## src/hdl/lscc_pkg.sv

```systemverilog
// Package for the laser scanner command controller.
// Types, codes and reset constants shared by the controller, datapath and top level.
package lscc_pkg;

  localparam int COUNTER_WIDTH_DEF = 16;
  localparam int DIV_WIDTH = 28;

  localparam logic [15:0] SAFE_RST = 16'd30000;
  localparam logic [15:0] MINR_RST = 16'd40;
  localparam logic [15:0] MAXR_RST = 16'd30000;
  localparam logic [23:0] CLK_RST = 24'd1200000;
  localparam logic [15:0] MAXC_RST = 16'd4095;
  localparam logic [23:0] DIVISOR_RST = 24'd39;

  // configuration register indexes
  localparam logic [2:0] REG_SAFE = 3'd0;
  localparam logic [2:0] REG_MINR = 3'd1;
  localparam logic [2:0] REG_MAXR = 3'd2;
  localparam logic [2:0] REG_CLK = 3'd3;
  localparam logic [2:0] REG_MAXC = 3'd4;

  localparam logic [3:0] CMD_MOVE = 4'd0;
  localparam logic [3:0] CMD_MUTE = 4'd3;
  localparam logic [3:0] CMD_UNMUTE = 4'd4;
  localparam logic [3:0] CMD_COLOUR = 4'd5;
  localparam logic [3:0] CMD_RATE = 4'd6;

  localparam logic [1:0] ST_OK = 2'd0;
  localparam logic [1:0] ST_BUSY = 2'd1;
  localparam logic [1:0] ST_HALT = 2'd2;

  localparam logic [2:0] RSN_NONE = 3'd0;
  localparam logic [2:0] RSN_NO_MOVE = 3'd1;
  localparam logic [2:0] RSN_FRAME = 3'd2;
  localparam logic [2:0] RSN_COORD = 3'd3;
  localparam logic [2:0] RSN_RATE = 3'd4;
  localparam logic [2:0] RSN_UNKNOWN = 3'd5;

  typedef struct packed {
    logic        operation;
    logic [3:0]  command_code;
    logic [27:0] command_data;
  } in_item_t;

  typedef struct packed {
    logic [1:0]  status;
    logic [2:0]  halt_reason;
    logic        mute_drive;
    logic        scan_valid;
    logic [10:0] scan_x_out;
    logic [10:0] scan_y_out;
    logic        color_valid;
    logic [7:0]  red_level;
    logic [7:0]  green_level;
    logic [7:0]  blue_level;
  } out_item_t;

  // controller to datapath
  typedef struct packed {
    logic load;      // capture item, run the load-cycle state update
    logic div_start; // start rate divide
    logic div_step;  // one restoring division step
    logic div_done;  // commit divisor and finish rate command
  } dp_cmd_t;

  // datapath to controller
  typedef struct packed {
    logic need_div; // captured item is a valid rate command
  } dp_stat_t;

endpackage

```

## src/hdl/lscc_ctrl.sv

```systemverilog
// Controller state machine of the laser scanner command controller.
// Sequences item load, the serial rate divide and result hand-off. Uses lscc_pkg.
module lscc_ctrl
  import lscc_pkg::*;
(
  input  logic     clk,
  input  logic     rst,
  input  logic     in_valid,
  output logic     in_ready,
  output logic     out_valid,
  input  logic     out_ready,
  output dp_cmd_t  cmd,
  input  dp_stat_t stat
);

  typedef enum logic [1:0] {S_IDLE, S_CHECK, S_DIV, S_OUT} state_t;

  state_t     state;
  logic [4:0] step;

  assign in_ready = (state == S_IDLE);
  assign out_valid = (state == S_OUT);

  always_comb begin
    cmd = '0;
    cmd.load = (state == S_IDLE) && in_valid;
    cmd.div_start = (state == S_CHECK) && stat.need_div;
    cmd.div_step = (state == S_DIV);
    cmd.div_done = (state == S_DIV) && (step == 5'(DIV_WIDTH - 1));
  end

  // state register and step counter
  always_ff @(posedge clk) begin
    if (rst) begin
      state <= S_IDLE;
      step <= '0;
    end else begin
      unique case (state)
        S_IDLE: if (in_valid) state <= S_CHECK;
        S_CHECK: begin
          step <= '0;
          state <= stat.need_div ? S_DIV : S_OUT;
        end
        S_DIV: begin
          step <= step + 5'd1;
          if (step == 5'(DIV_WIDTH - 1)) state <= S_OUT;
        end
        S_OUT: if (out_ready) state <= S_IDLE;
        default: state <= S_IDLE;
      endcase
    end
  end

endmodule

```

## src/hdl/lscc_dp.sv

```systemverilog
// Datapath of the laser scanner command controller: state, config checks,
// serial divider and result register. Uses lscc_pkg.
module lscc_dp
  import lscc_pkg::*;
#(
  parameter int COUNTER_WIDTH = COUNTER_WIDTH_DEF
)
(
  input  logic        clk,
  input  logic        rst,
  input  in_item_t    in_item,
  input  dp_cmd_t     cmd,
  output dp_stat_t    stat,
  input  logic [15:0] safe_ticks,
  input  logic [15:0] min_rate,
  input  logic [15:0] max_rate,
  input  logic [23:0] clk_hz,
  input  logic [15:0] max_coord,
  output out_item_t   out_item
);

  localparam logic [COUNTER_WIDTH-1:0] CNT_MAX = '1;

  logic        halted_flag, muted_flag, mute_line, frame_ready, move_pending;
  logic [2:0]  halt_code;
  logic [15:0] last_x, last_y;
  logic [7:0]  last_red, last_green, last_blue;
  logic [COUNTER_WIDTH-1:0] ticks_since_move, frame_wait_ticks;
  logic [23:0] frame_divisor, frame_countdown;
  logic [31:0] pending_coords;
  logic        need_div;

  // divider registers
  logic [DIV_WIDTH-1:0] dividend, quot, divisor_r;
  logic [DIV_WIDTH:0]   rem;
  logic [DIV_WIDTH:0]   trial;
  logic [DIV_WIDTH-1:0] quot_final;

  // next-state of the load-cycle state update
  logic        halted_next, muted_next, mute_line_next, ready_next, pending_next;
  logic [2:0]  code_next;
  logic [15:0] x_next, y_next;
  logic [7:0]  r_next, g_next, b_next;
  logic [COUNTER_WIDTH-1:0] tsm_next, fwt_next;
  logic [23:0] cd_next;
  logic [31:0] pc_next;
  logic [1:0]  status_next;
  logic        scan_next, color_next, need_div_next;

  assign stat.need_div = need_div;

  function automatic logic [COUNTER_WIDTH-1:0] inc_sat(input logic [COUNTER_WIDTH-1:0] v);
    inc_sat = (v == CNT_MAX) ? v : v + 1'b1;
  endfunction

  // one item's state update, run in the load cycle
  always_comb begin
    logic        run;
    logic [31:0] coords;
    logic [15:0] mx, my;
    logic [27:0] d;
    halted_next = halted_flag; code_next = halt_code;
    muted_next = muted_flag; mute_line_next = mute_line;
    ready_next = frame_ready; pending_next = move_pending;
    x_next = last_x; y_next = last_y;
    r_next = last_red; g_next = last_green; b_next = last_blue;
    tsm_next = ticks_since_move; fwt_next = frame_wait_ticks;
    cd_next = frame_countdown; pc_next = pending_coords;
    status_next = ST_OK; scan_next = 1'b0; color_next = 1'b0;
    need_div_next = 1'b0;
    run = 1'b0; coords = pending_coords;
    d = in_item.command_data;
    if (halted_flag) begin
      status_next = ST_HALT;
    end else if (in_item.operation) begin
      tsm_next = inc_sat(ticks_since_move);
      if (!frame_ready) begin
        if (frame_countdown > 24'd0) cd_next = frame_countdown - 24'd1;
        if (cd_next == 24'd0) ready_next = 1'b1;
      end
      if (move_pending) begin
        if (ready_next) begin
          pending_next = 1'b0;
          fwt_next = '0;
          run = 1'b1;
        end else begin
          fwt_next = inc_sat(frame_wait_ticks);
          if (32'(fwt_next) >= 32'(safe_ticks)) begin
            halted_next = 1'b1; code_next = RSN_FRAME;
          end
        end
      end
    end else if (move_pending) begin
      status_next = ST_BUSY;
    end else begin
      unique case (in_item.command_code)
        CMD_MOVE: begin
          coords = {4'd0, d};
          if (frame_ready) run = 1'b1;
          else begin
            pending_next = 1'b1; pc_next = {4'd0, d}; fwt_next = '0;
          end
        end
        CMD_MUTE: muted_next = 1'b1;
        CMD_UNMUTE: muted_next = 1'b0;
        CMD_COLOUR: begin
          if (d[23:16] != last_red || d[15:8] != last_green || d[7:0] != last_blue) begin
            r_next = d[23:16]; g_next = d[15:8]; b_next = d[7:0];
            color_next = 1'b1;
          end
        end
        CMD_RATE: begin
          if (d == 28'd0 || d < {12'd0, min_rate} || d > {12'd0, max_rate}) begin
            halted_next = 1'b1; code_next = RSN_RATE;
          end else need_div_next = 1'b1;
        end
        default: begin
          halted_next = 1'b1; code_next = RSN_UNKNOWN;
        end
      endcase
    end
    // move execution
    mx = coords[31:16]; my = coords[15:0];
    if (run) begin
      ready_next = 1'b0;
      cd_next = frame_divisor;
      if (mx > max_coord || my > max_coord) begin
        halted_next = 1'b1; code_next = RSN_COORD;
      end else begin
        if (mx != last_x || my != last_y || muted_next) begin
          tsm_next = '0; x_next = mx; y_next = my;
        end
        mute_line_next = muted_next;
        scan_next = 1'b1;
      end
    end
    // watchdog
    if (!halted_next && !pending_next && !muted_next &&
        32'(tsm_next) >= 32'(safe_ticks)) begin
      halted_next = 1'b1; code_next = RSN_NO_MOVE;
    end
    if (halted_next) begin
      muted_next = 1'b1; mute_line_next = 1'b1;
      status_next = ST_HALT; scan_next = 1'b0; color_next = 1'b0;
    end
  end

  // trial subtraction and the full quotient including the last step's bit
  assign trial = {rem[DIV_WIDTH-1:0], dividend[DIV_WIDTH-1]} - {1'b0, divisor_r};
  assign quot_final = {quot[DIV_WIDTH-2:0], ~trial[DIV_WIDTH]};

  // state registers
  always_ff @(posedge clk) begin
    if (rst) begin
      halted_flag <= 1'b0; halt_code <= RSN_NONE;
      muted_flag <= 1'b1; mute_line <= 1'b1;
      last_x <= '0; last_y <= '0;
      last_red <= '0; last_green <= '0; last_blue <= '0;
      ticks_since_move <= '0; frame_wait_ticks <= '0;
      frame_divisor <= DIVISOR_RST; frame_countdown <= '0;
      frame_ready <= 1'b1; move_pending <= 1'b0; pending_coords <= '0;
      need_div <= 1'b0;
    end else if (cmd.load) begin
      halted_flag <= halted_next; halt_code <= code_next;
      muted_flag <= muted_next; mute_line <= mute_line_next;
      last_x <= x_next; last_y <= y_next;
      last_red <= r_next; last_green <= g_next; last_blue <= b_next;
      ticks_since_move <= tsm_next; frame_wait_ticks <= fwt_next;
      frame_countdown <= cd_next; frame_ready <= ready_next;
      move_pending <= pending_next; pending_coords <= pc_next;
      need_div <= need_div_next;
    end else if (cmd.div_done) begin
      // quotient of the final step is known here
      frame_divisor <= (quot_final == '0) ? 24'd0 : 24'(quot_final - 1'b1);
    end
  end

  // restoring divider, one quotient bit per cycle; divisor taken with the item
  always_ff @(posedge clk) begin
    if (cmd.load) begin
      divisor_r <= in_item.command_data;
    end
    if (cmd.div_start) begin
      dividend <= {4'd0, clk_hz};
      rem <= '0;
      quot <= '0;
    end else if (cmd.div_step) begin
      dividend <= {dividend[DIV_WIDTH-2:0], 1'b0};
      quot <= quot_final;
      rem <= trial[DIV_WIDTH] ? {rem[DIV_WIDTH-1:0], dividend[DIV_WIDTH-1]} : trial;
    end
  end

  // result register
  always_ff @(posedge clk) begin
    if (cmd.load) begin
      out_item.status <= status_next;
      out_item.halt_reason <= halted_next ? code_next : RSN_NONE;
      out_item.mute_drive <= halted_next ? 1'b1 : mute_line_next;
      out_item.scan_valid <= scan_next;
      out_item.scan_x_out <= x_next[11:1];
      out_item.scan_y_out <= y_next[11:1];
      out_item.color_valid <= color_next;
      out_item.red_level <= r_next;
      out_item.green_level <= g_next;
      out_item.blue_level <= b_next;
    end
  end

endmodule

```

## src/hdl/laser_scanner_command_controller.sv

```systemverilog
// Laser scanner command controller.
//
// Input channel in_valid/in_ready carries in_item (operation, command_code,
// command_data); one command or one frame-timer tick per transfer. Output
// channel out_valid/out_ready carries one out_item per input transfer.
// Configuration: cfg_we writes cfg_data into register cfg_index at once.
//
// A tick or non-rate command goes from the check state straight to the
// output state; a valid rate command first runs the 28 steps of the serial
// restoring divider. Input is ready again in the cycle after the result
// transfer, so no new item is taken before the last result is transferred.
// A stalled receiver holds the result and blocks new input.
// Reset clears command and config state: unmuted is off (laser muted),
// frame ready, divisor 39, registers at defaults; no clearing pass is needed.
// Depends on lscc_pkg, lscc_ctrl and lscc_dp.
module laser_scanner_command_controller
  import lscc_pkg::*;
#(
  parameter int COUNTER_WIDTH = COUNTER_WIDTH_DEF
)
(
  input  logic        clk,
  input  logic        rst,
  input  logic        in_valid,
  output logic        in_ready,
  input  in_item_t    in_item,
  output logic        out_valid,
  input  logic        out_ready,
  output out_item_t   out_item,
  input  logic        cfg_we,
  input  logic [2:0]  cfg_index,
  input  logic [23:0] cfg_data
);

  logic [15:0] safe_ticks, min_rate, max_rate, max_coord;
  logic [23:0] clk_hz;
  dp_cmd_t     cmd;
  dp_stat_t    stat;

  // configuration registers
  always_ff @(posedge clk) begin
    if (rst) begin
      safe_ticks <= SAFE_RST; min_rate <= MINR_RST; max_rate <= MAXR_RST;
      clk_hz <= CLK_RST; max_coord <= MAXC_RST;
    end else if (cfg_we) begin
      unique case (cfg_index)
        REG_SAFE: safe_ticks <= cfg_data[15:0];
        REG_MINR: min_rate <= cfg_data[15:0];
        REG_MAXR: max_rate <= cfg_data[15:0];
        REG_CLK: clk_hz <= cfg_data;
        REG_MAXC: max_coord <= cfg_data[15:0];
        default: ;
      endcase
    end
  end

  lscc_ctrl u_ctrl (
    .clk, .rst, .in_valid, .in_ready, .out_valid, .out_ready, .cmd, .stat
  );

  lscc_dp #(.COUNTER_WIDTH(COUNTER_WIDTH)) u_dp (
    .clk, .rst, .in_item, .cmd, .stat,
    .safe_ticks, .min_rate, .max_rate, .clk_hz, .max_coord, .out_item
  );

  // no input transfer while a result waits
  a_no_overlap: assert property (@(posedge clk) disable iff (rst)
    out_valid |-> !in_ready) else $error("input taken while result pending");

  // a halted result always drives mute
  a_halt_mute: assert property (@(posedge clk) disable iff (rst)
    (out_valid && out_item.status == ST_HALT) |-> out_item.mute_drive)
    else $error("halt without mute");

  // scan and colour never both flagged
  a_one_event: assert property (@(posedge clk) disable iff (rst)
    out_valid |-> !(out_item.scan_valid && out_item.color_valid))
    else $error("scan and colour in one result");

endmodule
```

## config.mk

```make
export PLATFORM = sky130hd
export DESIGN_NAME = laser_scanner_command_controller
export DESIGN_NICKNAME = d
export VERILOG_FILES = /design/src/hdl/lscc_pkg.sv /design/src/hdl/lscc_ctrl.sv /design/src/hdl/lscc_dp.sv /design/src/hdl/laser_scanner_command_controller.sv
export SDC_FILE = /design/constraint.sdc
export NUM_CORES = 1
export LEC_CHECK = 0
export ABC_AREA = 1
export BUFFER_PORTS_ARGS = -buffer_cell sky130_fd_sc_hd__buf_2
export CORE_ASPECT_RATIO = 0.8
export CORE_MARGIN = 1
export CORE_UTILIZATION = 62
export DETAILED_ROUTE_END_ITERATION = 8
export PLACE_DENSITY = 0.81
export SYNTH_ARGS = -nofsm -noshare
export SYNTH_HDL_FRONTEND = slang
export SYNTH_SLANG_ARGS = --single-unit
```

## constraint.sdc

```tcl
create_clock -name clk -period 6.05 [get_ports clk]
set_clock_uncertainty 0.15 [all_clocks]
set_input_delay 0.605 -clock clk [delete_from_list [all_inputs] [get_ports clk]]
set_output_delay 0.605 -clock clk [all_outputs]
set_load 0.1 [all_outputs]
```

==> results_dict.tcl, run 1 <==
set metrics [dict create \
    via_per_inst 5.83 \
    numCtsBuffers 43 \
    post_dp_cell_area_mm2 0.0242 \
    clk_pin_slew_ns 0.06 \
    finalCritPeriodShare_pct 87.9 \
    start_util_pct 62.8 \
    drc 0 \
    die_w_um 219 \
    combPwrFrac_pct 42.9 \
    maxCapViolCount 0 \
    grt_pass1_vias 20300 \
    synth.largest_area_cell "dfxtp_1" \
    die_h_um 175 \
    slew_headroom_pct 10.1 \
    slew_viol_final 0 \
    switching_power_w 0.00501 \
    pre_cts_ws_ns 0.255 \
    io_pins 121 \
    final_core_util_pct 69.3 \
    critPathMaxFanout 17 \
    synth.area.top_cells "dfxtp_1 (28%), edfxtp_1 (14%), nand2_1 (11%)" \
    ys_ff_latch 429 \
    num_vias 21600 \
    critPathRequiredTime_ns 6.38 \
    grt_pass1_wl_um 106000 \
    cts_buffer_depth 3 \
    core_area_mm2 0.0370 \
    synth_area_per_cell_um2 7.46 \
    min_path_type "in -> reg" \
    area_growth_pct 10.3 \
    crit_top_cell "nand2_1" \
    syn_area_mm2 0.0233 \
    p_int_w 0.00661 \
    powerDensity_mw_per_mm2 453 \
    switching_share_pct 43.1 \
    crit_family "simple AND/OR/NAND/NOR gates" \
    seq_area_frac_synth_pct 41.5 \
    setup_viol 0 \
    vdd.ir_drop.worst_uv 330 \
    worst_slack_ns 0.731 \
    cp_num_buf_inv 5 \
    cts_tree "built" \
    seqPwrFrac_pct 33.0 \
    synth_fp_nets 3314 \
    cp.arrival_ns 5.65 \
    ctsHoldBuffers 0 \
    yosys-top-cells-count "nand2_1 (699), inv_1 (419), dfxtp_1 (323)" \
    status "complete, no violations" \
    slowest_delay_ns 0.55 \
    portBuffers 120 \
    p_clk_share_pct 24.1 \
    rsz0062_at_grt "no" \
    drt_iter0_drc 2175 \
    cpMaxStageDelayCell "dfxtp_1" \
    wl_um 66800 \
    fin_crit_ns 5.32 \
    synth.distinct_cells 55 \
    num_antenna_cells 0 \
    cts_htree_levels 2 \
    tightest_slew_ns 1.35 \
    synth-async-reset-ratio_pct 0 \
    synthCells 3119 \
    synth-main-ff-cell "dfxtp_1" \
    fmaxAchievable_ghz 0.188 \
    dieArea_mm2 0.0383 \
    placementRows 63 \
    critPathLaunchType "flip-flop" \
    cts_resized 0 \
    wl_per_cell_um 18.0 \
    worst_setup_path_end_kind "flip-flop" \
    hold_viol_final 0 \
    drive_gt1_share_pct 8.55 \
    p_leak_nw 11.6 \
    cts_setup_buffers 0 \
    post-route-cell-area_mm2 0.0257 \
    drtPass1Iterations 6 \
    yosys_warnings 0 \
    tns_ns 0 \
    clock-sinks 429 \
    grt_util_all_layers_pct 34.7 \
    clk_latency_ns 0.56 \
    synth.most_common_cell "nand2_1" \
    grt.overflow.total 0 \
    synth_edf_count 106 \
    gp_congestion 0.953 \
    grt_max_degree 86 \
    dpl.hpwl_um 47600 \
    yosys.area.top_type_share_pct 27.8 \
    nNetsFinal 3389 \
    cts-root-buf "clkbuf_16" \
    antenna_found_initial 2 \
    postRouteAntennaNets 0 \
    critPathKind "reg -> reg" \
]
==> path summary, 6_finish.rpt <==
| kind | from | to | slack, ns | cells past startpoint |
|---|---|---|---|---|
| max | u_dp.halted_flag$_SDFFE_PP0P_ | u_dp.halted_flag$_SDFFE_PP0P_ | 0.73 | 28 |
| min | in_item[25] | u_dp.divisor_r[25]$_DFFE_PP_ | 0.09 | 1 |
| max reg2reg | u_dp.halted_flag$_SDFFE_PP0P_ | u_dp.halted_flag$_SDFFE_PP0P_ | 0.73 | 28 |
| min reg2reg | clk_hz[13]$_SDFFE_PP0P_ | clk_hz[13]$_SDFFE_PP0P_ | 0.30 | 2 |
==> power groups by stage <==
| stage | logic, W | registers (W) | clock network (W) |
|---|---|---|---|
| after floorplan | 0.00323 | 0.00444 | 0 |
| after global placement | 0.00477 | 0.00385 | 0 |
| after detailed placement | 0.00488 | 0.00387 | 0 |
| after CTS | 0.00493 | 0.00382 | 0.00282 |
| after global routing | 0.00553 | 0.00388 | 0.00293 |
| final | 0.00499 | 0.00383 | 0.00280 |
==> metrics by stage <==
stage | hold WS, ns | total power (W) | instances
after floorplan | 0.272 | 0.00767 | 3119
after global placement | 0.287 | 0.00862 | 3635
after detailed placement | 0.290 | 0.00875 | 3635
after CTS | 0.0786 | 0.0116 | 3713
after global routing | 0.0931 | 0.0123 | 3714
final | 0.0868 | 0.0116 | 3714
==> final cells by class <==
cell class | count | area [um2]
Timing Repair Buffer | 149 | 833
Clock inverter | 12 | 149
Multi-Input combinational cell | 2143 | 11500
Sequential cell | 429 | 9650
Clock buffer | 66 | 1330
Fill cell | 3076 | 11400
Inverter | 428 | 1620
Tap cell | 487 | 609
==> worst reg2reg max path, delay by kind of cell (launching register included) <==
| kind | cells | cell delay (ns) |
|---|---|---|
| buffers and inverters | 5 | 0.48 |
| and+or+nand+nor | 14 | 1.88 |
| adders and majority gates | 2 | 0.61 |
| DFF | 1 | 0.55 |
| AOI/OAI and AO/OA | 7 | 1.57 |
==> cell families (layout without fill, tap and decap cells) <==
kind of cell	count (synthesis)	count (layout)	synth area share [%]
xor+xnor	78	78	2.94
flops	429	429	41.5
compound gates	768	768	18.3
fa+ha+maj	130	130	7.02
simple gates	1166	1167	21.1
buf+inv	548	655	9.25
==> cells in the final DEF (no fill, tap or decap), types with 5 or more instances in the layout <==
cell type and instances:
nor4_1 8, nor2_4 5, nor2_2 15, nor3_1 34, o21ai_1 34, xor2_1 47
clkbuf_16 45, a32o_1 9, nand2_1 699, a21oi_2 10, nand4_1 40, clkinv_2 6
nor2_1 202, o22ai_1 46, inv_1 418, o21ai_0 268, nand3_1 136, o211ai_1 36
dfxtp_1 323, clkbuf_1 9, a21oi_1 295, buf_2 119, buf_4 29, clkbuf_8 12
o21a_1 40, xnor2_1 31, edfxtp_1 106, a31oi_1 6, o21bai_1 7, nand2_2 8
ha_1 129
==> registers in the layout (all words and copies together), names as in the netlist, 24 cells and up <==
name / flops
u_dp.dividend: 28
u_dp.frame_divisor: 24
u_dp.out_item: 54
u_dp.rem: 28
u_dp.frame_countdown: 24
clk_hz: 24
u_dp.quot: 27
u_dp.divisor_r: 28
u_dp.pending_coords: 28
==> layer usage <==
layer	GRT usage [%]	vias up	wire length, um
li1	-	10500	-
met3	4.62	159	5620
met4	11.0	0	2000
met2	55.4	913	29500
met1	48.7	10100	29600
met5	0	-	0
Note: power is estimated with default switching activity, not from simulation.
==> run 2: changes to the inputs <==
--- a/config.mk
+++ b/config.mk
@@ -6,7 +6,7 @@
 export NUM_CORES = 1
 export LEC_CHECK = 0
 export ABC_AREA = 1
-export BUFFER_PORTS_ARGS = -buffer_cell sky130_fd_sc_hd__buf_2
+export BUFFER_PORTS_ARGS = -buffer_cell sky130_fd_sc_hd__clkbuf_2
 export CORE_ASPECT_RATIO = 0.8
 export CORE_MARGIN = 1
 export CORE_UTILIZATION = 62
==> run 2 against run 1 <==
Final cell count hardly changed. Global-route usage is 1.4 points lower. First-iteration DRC count is 7.8% lower. Critical path depth is 2 lower. Clock power is 2% higher. Clock-buffer cell count is 8 lower. Non-clock buffer count is 4 lower. Sequential power hardly changed. Sequential share of layout area hardly changed.
==> results_dict.tcl, run 2 (same netlist as run 1, synthesis figures left out) <==
set metrics [dict create \
    status "complete, no violations" \
    grt_pass1_wl_um 102000 \
    largest_register "u_dp.out_item" \
    slowest_delay_ns 0.40 \
    clock-sinks 429 \
    final_cell_mix "nand2_1 (699), inv_1 (418), dfxtp_1 (323), a21oi_1 (295), o21ai_0 (269)" \
    critPathMaxFanout 41 \
    cts_htree_levels 2 \
    hp-start "in_item[25]" \
    hold_viol_final 0 \
    worst_setup_path_end_kind "flip-flop" \
    dieArea_mm2 0.0383 \
    tightest_slew_ns 1.28 \
    drt_iter0_drc 2006 \
    antenna_found_initial 1 \
    fmaxAchievable_ghz 0.184 \
    critPathLaunchType "flip-flop" \
    reg2regPathDepth 26 \
    crit_top_cell "nand2_1" \
    wl_um 65000 \
    critPathRequiredTime_ns 6.18 \
    postRouteAntennaNets 0 \
    drive_gt1_share_pct 8.44 \
    cts_resized 0 \
    setup_viol 0 \
    nFillCells 3024 \
    reg2reg_from "u_dp.move_pending$_SDFFE_PP0P_" \
    holdWs_ns 0.100 \
    io_pins 121 \
    cts_setup_buffers 0 \
    rsz0062_at_grt "no" \
    mostFrequentLayoutCell "nand2_1" \
    die_h_um 175 \
    largest_reg_flops 54 \
    p_leak_nw 11.6 \
    start_util_pct 62.8 \
    clk_latency_ns 0.56 \
    tns_ns 0 \
    r2r-end "u_dp.out_item[24]$_SDFFCE_PP0P_" \
    num_vias 21500 \
    maxCapViolCount 0 \
    grt_max_degree 116 \
    cts-root-buf "clkbuf_16" \
    fin_crit_ns 5.45 \
    critPathKind "reg -> reg" \
    placementRows 63 \
    cp_num_buf_inv 4 \
    ctsHoldBuffers 0 \
    clk_pin_slew_ns 0.06 \
    cp.arrival_ns 5.57 \
    slew_viol_final 0 \
    area_growth_pct 10.3 \
    vdd.ir_drop.worst_uv 315 \
    dpl.hpwl_um 46600 \
    numCtsBuffers 43 \
    drtPass1Iterations 5 \
    powerDensity_mw_per_mm2 452 \
    slew_headroom_pct 14.7 \
    nNetsFinal 3384 \
    portBuffers 120 \
    cts_tree "built" \
    grt_util_all_layers_pct 33.3 \
    holdPathStages 1 \
    cts_buffer_depth 3 \
    drc 0 \
    crit_family "simple AND/OR/NAND/NOR gates" \
    grt_pass1_vias 19700 \
    grt.overflow.total 0 \
    finalCritPeriodShare_pct 90.0 \
    cpMaxStageDelayCell "o311ai_0" \
    via_per_inst 5.81 \
    cp-startpoint "u_dp.move_pending$_SDFFE_PP0P_" \
    core_area_mm2 0.0370 \
    die_w_um 219 \
    wl_per_cell_um 17.5 \
    min_path_type "in -> reg" \
    gp_congestion 0.976 \
    hold_end "u_dp.divisor_r[25]$_DFFE_PP_" \
    rrSetupSlack_ns 0.60 \
]
run 2: changes by cell type in the layout (fill, tap and decap cells not counted), moves of 2 or more:
cell	before	now
buf_2	119	0
clkbuf_8	12	4
clkbuf_16	45	47
clkinv_4	1	3
clkbuf_2	0	119
buf_4	29	25
clkinvlp_4	1	3
clkbuf_1	9	7
clkinv_1	3	5
bufinv_16	3	5
inv_4	3	5
run 2: metal layers:
metal	track usage, %	part of all wire, %
met4	10.8	2.9
met3	5.23	9.4
met5	0	0
met1	47.0	44
met2	52.1	44
run 2: report_power, final:
group	switching [W]	leakage (nW)	internal [W]
registers	0.000308	3.65	0.00352
clock network	0.00117	0.736	0.00168
logic	0.00349	7.19	0.00144
run 2: final cells by class:
| type | count | area, um2 | share of cell area [%] |
|---|---|---|---|
| clock inverters | 21 | 253 | 0.985 |
| well taps | 487 | 609 | 2.37 |
| inverters | 428 | 1620 | 6.29 |
| diodes | 1 | 2.50 | 0.00975 |
| clock buffers | 58 | 1260 | 4.90 |
| multi-input cells | 2142 | 11500 | 44.7 |
| repair buffers | 145 | 803 | 3.13 |
| flip-flops and latches | 429 | 9650 | 37.6 |
run 2: worst max-delay path by stage:
| stage | end | slack, ns | cells after the start |
|---|---|---|---|
| 2_1_floorplan | u_dp.divisor_r[0]$_DFFE_PP_ | 1.40 | 5 |
| 3_3_place_gp | u_dp.out_item[24]$_SDFFCE_PP0P_ | 0.50 | 29 |
| 3_5_place_dp | u_dp.out_item[24]$_SDFFCE_PP0P_ | 0.25 | 27 |
| 4_1_cts | u_dp.out_item[24]$_SDFFCE_PP0P_ | 0.68 | 26 |
| 5_1_grt | u_dp.muted_flag$_SDFFE_PP1P_ | 0.09 | 27 |
| 6_report | u_dp.out_item[24]$_SDFFCE_PP0P_ | 0.60 | 26 |
run 2: through the flow:
step	std cells	cell area, um2	setup slack, ns	total power [W]	util (%)
final	3711	25700	0.602	0.0116	69.3
after global routing	3710	25700	0.0911	0.0123	69.3
after CTS	3710	25700	0.682	0.0116	69.3
after detailed placement	3631	24200	0.246	0.00870	65.2
after global placement	3631	24200	0.498	0.00857	65.2
after floorplan	3119	23300	1.40	0.00767	-
